## config.mk

```make
export PLATFORM = sky130hd
export DESIGN_NAME = pvcsd_verdict
export DESIGN_NICKNAME = d
export VERILOG_FILES = /design/src/hdl/pvcsd_pkg.sv /design/src/hdl/pvcsd_verdict.sv
export SDC_FILE = /design/constraint.sdc
export NUM_CORES = 1
export LEC_CHECK = 0
export BUFFER_PORTS_ARGS = -buffer_cell sky130_fd_sc_hd__buf_2
export CAP_MARGIN = 0
export CORE_MARGIN = 5
export CORE_UTILIZATION = 60
export DETAILED_ROUTE_END_ITERATION = 8
export PLACE_DENSITY_LB_ADDON = 0.25
export RECOVER_POWER = 25
export SYNTH_ARGS = -nofsm -noshare
export SYNTH_HDL_FRONTEND = slang
export SYNTH_SLANG_ARGS = --single-unit
```

## constraint.sdc

```tcl
create_clock -name vclk -period 13.2
set_clock_uncertainty 0.15 [all_clocks]
set_input_delay 2.64 -clock vclk [all_inputs]
set_output_delay 2.64 -clock vclk [all_outputs]
set_load 0.1 [all_outputs]
```

## src/hdl/pvcsd_pkg.sv

```systemverilog
// Shared types and constants of the PCM versus coded stream detector.
`default_nettype none
package pvcsd_pkg;

  localparam int SAMPLE_W = 16;
  localparam int LIMIT_W  = 16;
  localparam int MINFR_W  = 17;
  localparam int CFG_W    = 17;
  localparam int CFG_IDX_W = 1;

  // configuration register indexes
  localparam logic [CFG_IDX_W-1:0] REG_DIFF_AVERAGE_LIMIT = 1'b0;
  localparam logic [CFG_IDX_W-1:0] REG_MIN_BLOCK_FRAMES   = 1'b1;

  localparam logic [LIMIT_W-1:0] LIMIT_RESET   = 16'd12000;
  localparam logic [MINFR_W-1:0] MIN_FR_RESET  = 17'd1000;
  localparam logic signed [SAMPLE_W-1:0] SILENCE_LEVEL = 16'sd2;

  typedef logic signed [SAMPLE_W-1:0] sample_t;

  typedef struct packed {
    logic is_pcm;
    logic mute;
  } verdict_t;

endpackage
`default_nettype wire

```

## src/hdl/pvcsd_verdict.sv

```systemverilog
// Block verdict: frame-count check and sum < limit * count test.
`default_nettype none
module pvcsd_verdict
  import pvcsd_pkg::*;
#(
  parameter int CNT_W = 17,
  parameter int SUM_W = 32
) (
  input  wire logic [SUM_W-1:0]   sum_i,
  input  wire logic [CNT_W-1:0]   gated_i,
  input  wire logic [CNT_W-1:0]   frames_i,
  input  wire logic [LIMIT_W-1:0] limit_i,
  input  wire logic [MINFR_W-1:0] min_i,
  output verdict_t                verdict_o
);

  localparam int CMP_W  = (CNT_W > MINFR_W) ? CNT_W : MINFR_W;
  localparam int PROD_W = LIMIT_W + CNT_W;

  logic [PROD_W-1:0] prod;
  logic              short_blk;
  logic              below;

  always_comb begin
    prod      = PROD_W'(limit_i) * PROD_W'(gated_i);
    short_blk = CMP_W'(frames_i) < CMP_W'(min_i);
    // sum always fits below the product width
    below     = PROD_W'(sum_i) < prod;
    verdict_o.mute   = short_blk;
    verdict_o.is_pcm = !short_blk && below;
  end

endmodule
`default_nettype wire

```

==> metrics.cfg <==
[detailed_routing]
wl_per_cell_um = 15.8
viasPerCell = 5.34
ant_nets = 0
first_pass_iters = 5
drc = 0
drt-total-wl_mm = 23.5
dr_total_vias = 7927
first_iter_violations = 453

[cells_and_area]
area_growth_pct = 7.75
final_nets = 1725
seq_cells = 0
seq_area_um2 = 0
n_clock_buffer = 0
diodes = 0
layout-drive-gt1-share_pct = 9.89

[floorplanning]
die_h_um = 140
io_pins = 101
dieArea_mm2 = 0.0195
rows = 47
core_mm2 = 0.0166
start_util_pct = 61.0
die_w_um = 140

[sta]
worst_pin_slew_ns = 1.16
maxSlewHeadroom_pct = 23.3
setup_viol = 0
min_period_ns = 12.88
fmax_ghz = 0.0776
finalHoldViolCount = 0
fin_tns_setup_ns = 0
grt_setup_unrepaired = no
drv_slew = 0
finalCritPeriodShare_pct = 97.6

[critical_path]
critPathMaxFanout = 16
max_stage_delay_ns = 0.54
cp_slowest_cell = fa_1
critPathRequiredTime_ns = 10.41
crit_family = adder cells
arrival_ns = 10.09
worst-path-buf-inv = 6
end_kind = primary output
setup.worst_path.class = primary input to primary output
critPathLaunchType = primary input

[worst_hold_path]
hp-class = primary input to primary output

[yosys]
syn_inst = 1192
synthesis.nets = 1651
synth_area_per_cell_um2 = 8.48
syn_area_mm2 = 0.0101
synth.distinct_cells = 56
ys_warn_count = 0
yosysSeqAreaShare_pct = 0

[global_route]
overflow = 0
grt_use_met3_pct = 3.77
grt_pass1_vias = 8381
grt_max_degree = 18
grtUsageTotal_pct = 24.9
grt_busiest_layer = met2
grt_pass1_wl_mm = 40.6
grtUsageMet2_pct = 40.9
globalRouteMet1Util_pct = 36.2
antenna_found_initial = 0

[place]
gp_congestion = 0.887
port_buffers = 101
hpwl_mm = 20.7

[job]
cap_viol_max_count = 0

[outcome]
outcome = finished clean

[synthesized netlist by cell type, drive strengths merged (7+ instances only)]
cell / n / area share [%]
a21o: 18 / 1.3
nor3: 13 / 0.74
xor2: 14 / 1.2
a31oi: 8 / 0.56
nand3: 8 / 0.45
clkbuf: 35 / 1.3
and2: 120 / 7.4
fa: 208 / 41
o21ai: 22 / 1.1
nor2b: 7 / 0.43
inv: 280 / 10
nand4: 7 / 0.43
ha: 152 / 19
nand2: 178 / 6.6
xnor2: 13 / 1.1
nor2: 21 / 0.78
a21oi: 36 / 1.8
[cell type report]
| cell class | count | area (um2) |
|---|---|---|
| inverter | 280 | 1050 |
| multi-input combinational | 875 | 8950 |
| timing repair buffer | 109 | 612 |
| tap | 220 | 275 |
| fill | 1439 | 5690 |
[layer usage]
metal / part of all wire [%] / wire length, um
met1: 43 / 10200
met3: 7.0 / 1650
met2: 48 / 11300
met5: 0 / 0
met4: 1.4 / 333
[cell usage in the layout, fill, tap and decap left out, drive strengths merged, types with 14 or more instances in the layout]
master,n
buf,96
nand2,178
fa,208
xor2,14
inv,280
and2,120
a21oi,36
nor2,21
ha,152
o21ai,22
a21o,18
[final timing paths]
| check | startpoint | to | slack [ns] | cells past startpoint |
|---|---|---|---|---|
| worst min-delay path | sum_i[31] | verdict_o[1] | 5.87 | 7 |
| worst max-delay path | gated_i[5] | verdict_o[1] | 0.32 | 30 |
[metrics by stage]
stage | std cells | util [%] | hold slack [ns] | area, um2 | setup WS, ns
final | 1484 | 65.7 | 5.87 | 10900 | 0.315
after global placement | 1481 | 65.2 | 5.83 | 10800 | 0.275
after floorplan | 1192 | - | 5.64 | 10100 | 0.322
after global routing | 1484 | 65.7 | 5.94 | 10900 | 0.00151
after detailed placement | 1481 | 65.2 | 5.85 | 10800 | 0.260
after CTS | 1481 | 65.2 | 5.84 | 10800 | 0.227
[cell families after synthesis]
| family | Yosys count | synth area share [%] |
|---|---|---|
| buffers and inverters | 317 | 11.8 |
| adders and majority gates | 360 | 60.0 |
| AOI/OAI and AO/OA | 117 | 7.70 |
| xor gates and xnor gates | 27 | 2.34 |
| muxes | 1 | 0.148 |
| and+or+nand+nor | 370 | 18.0 |
[repair_timing]
item / 4_1_cts / 5_1_grt
hold buffers: 0 / 0
gates resized for setup: 0 / 22
endpoints found under the setup margin: 0 / 1
setup buffers: 0 / 3
Power is not shown: default switching activity piles up to over one toggle a cycle in this logic, so the estimate is an artifact.
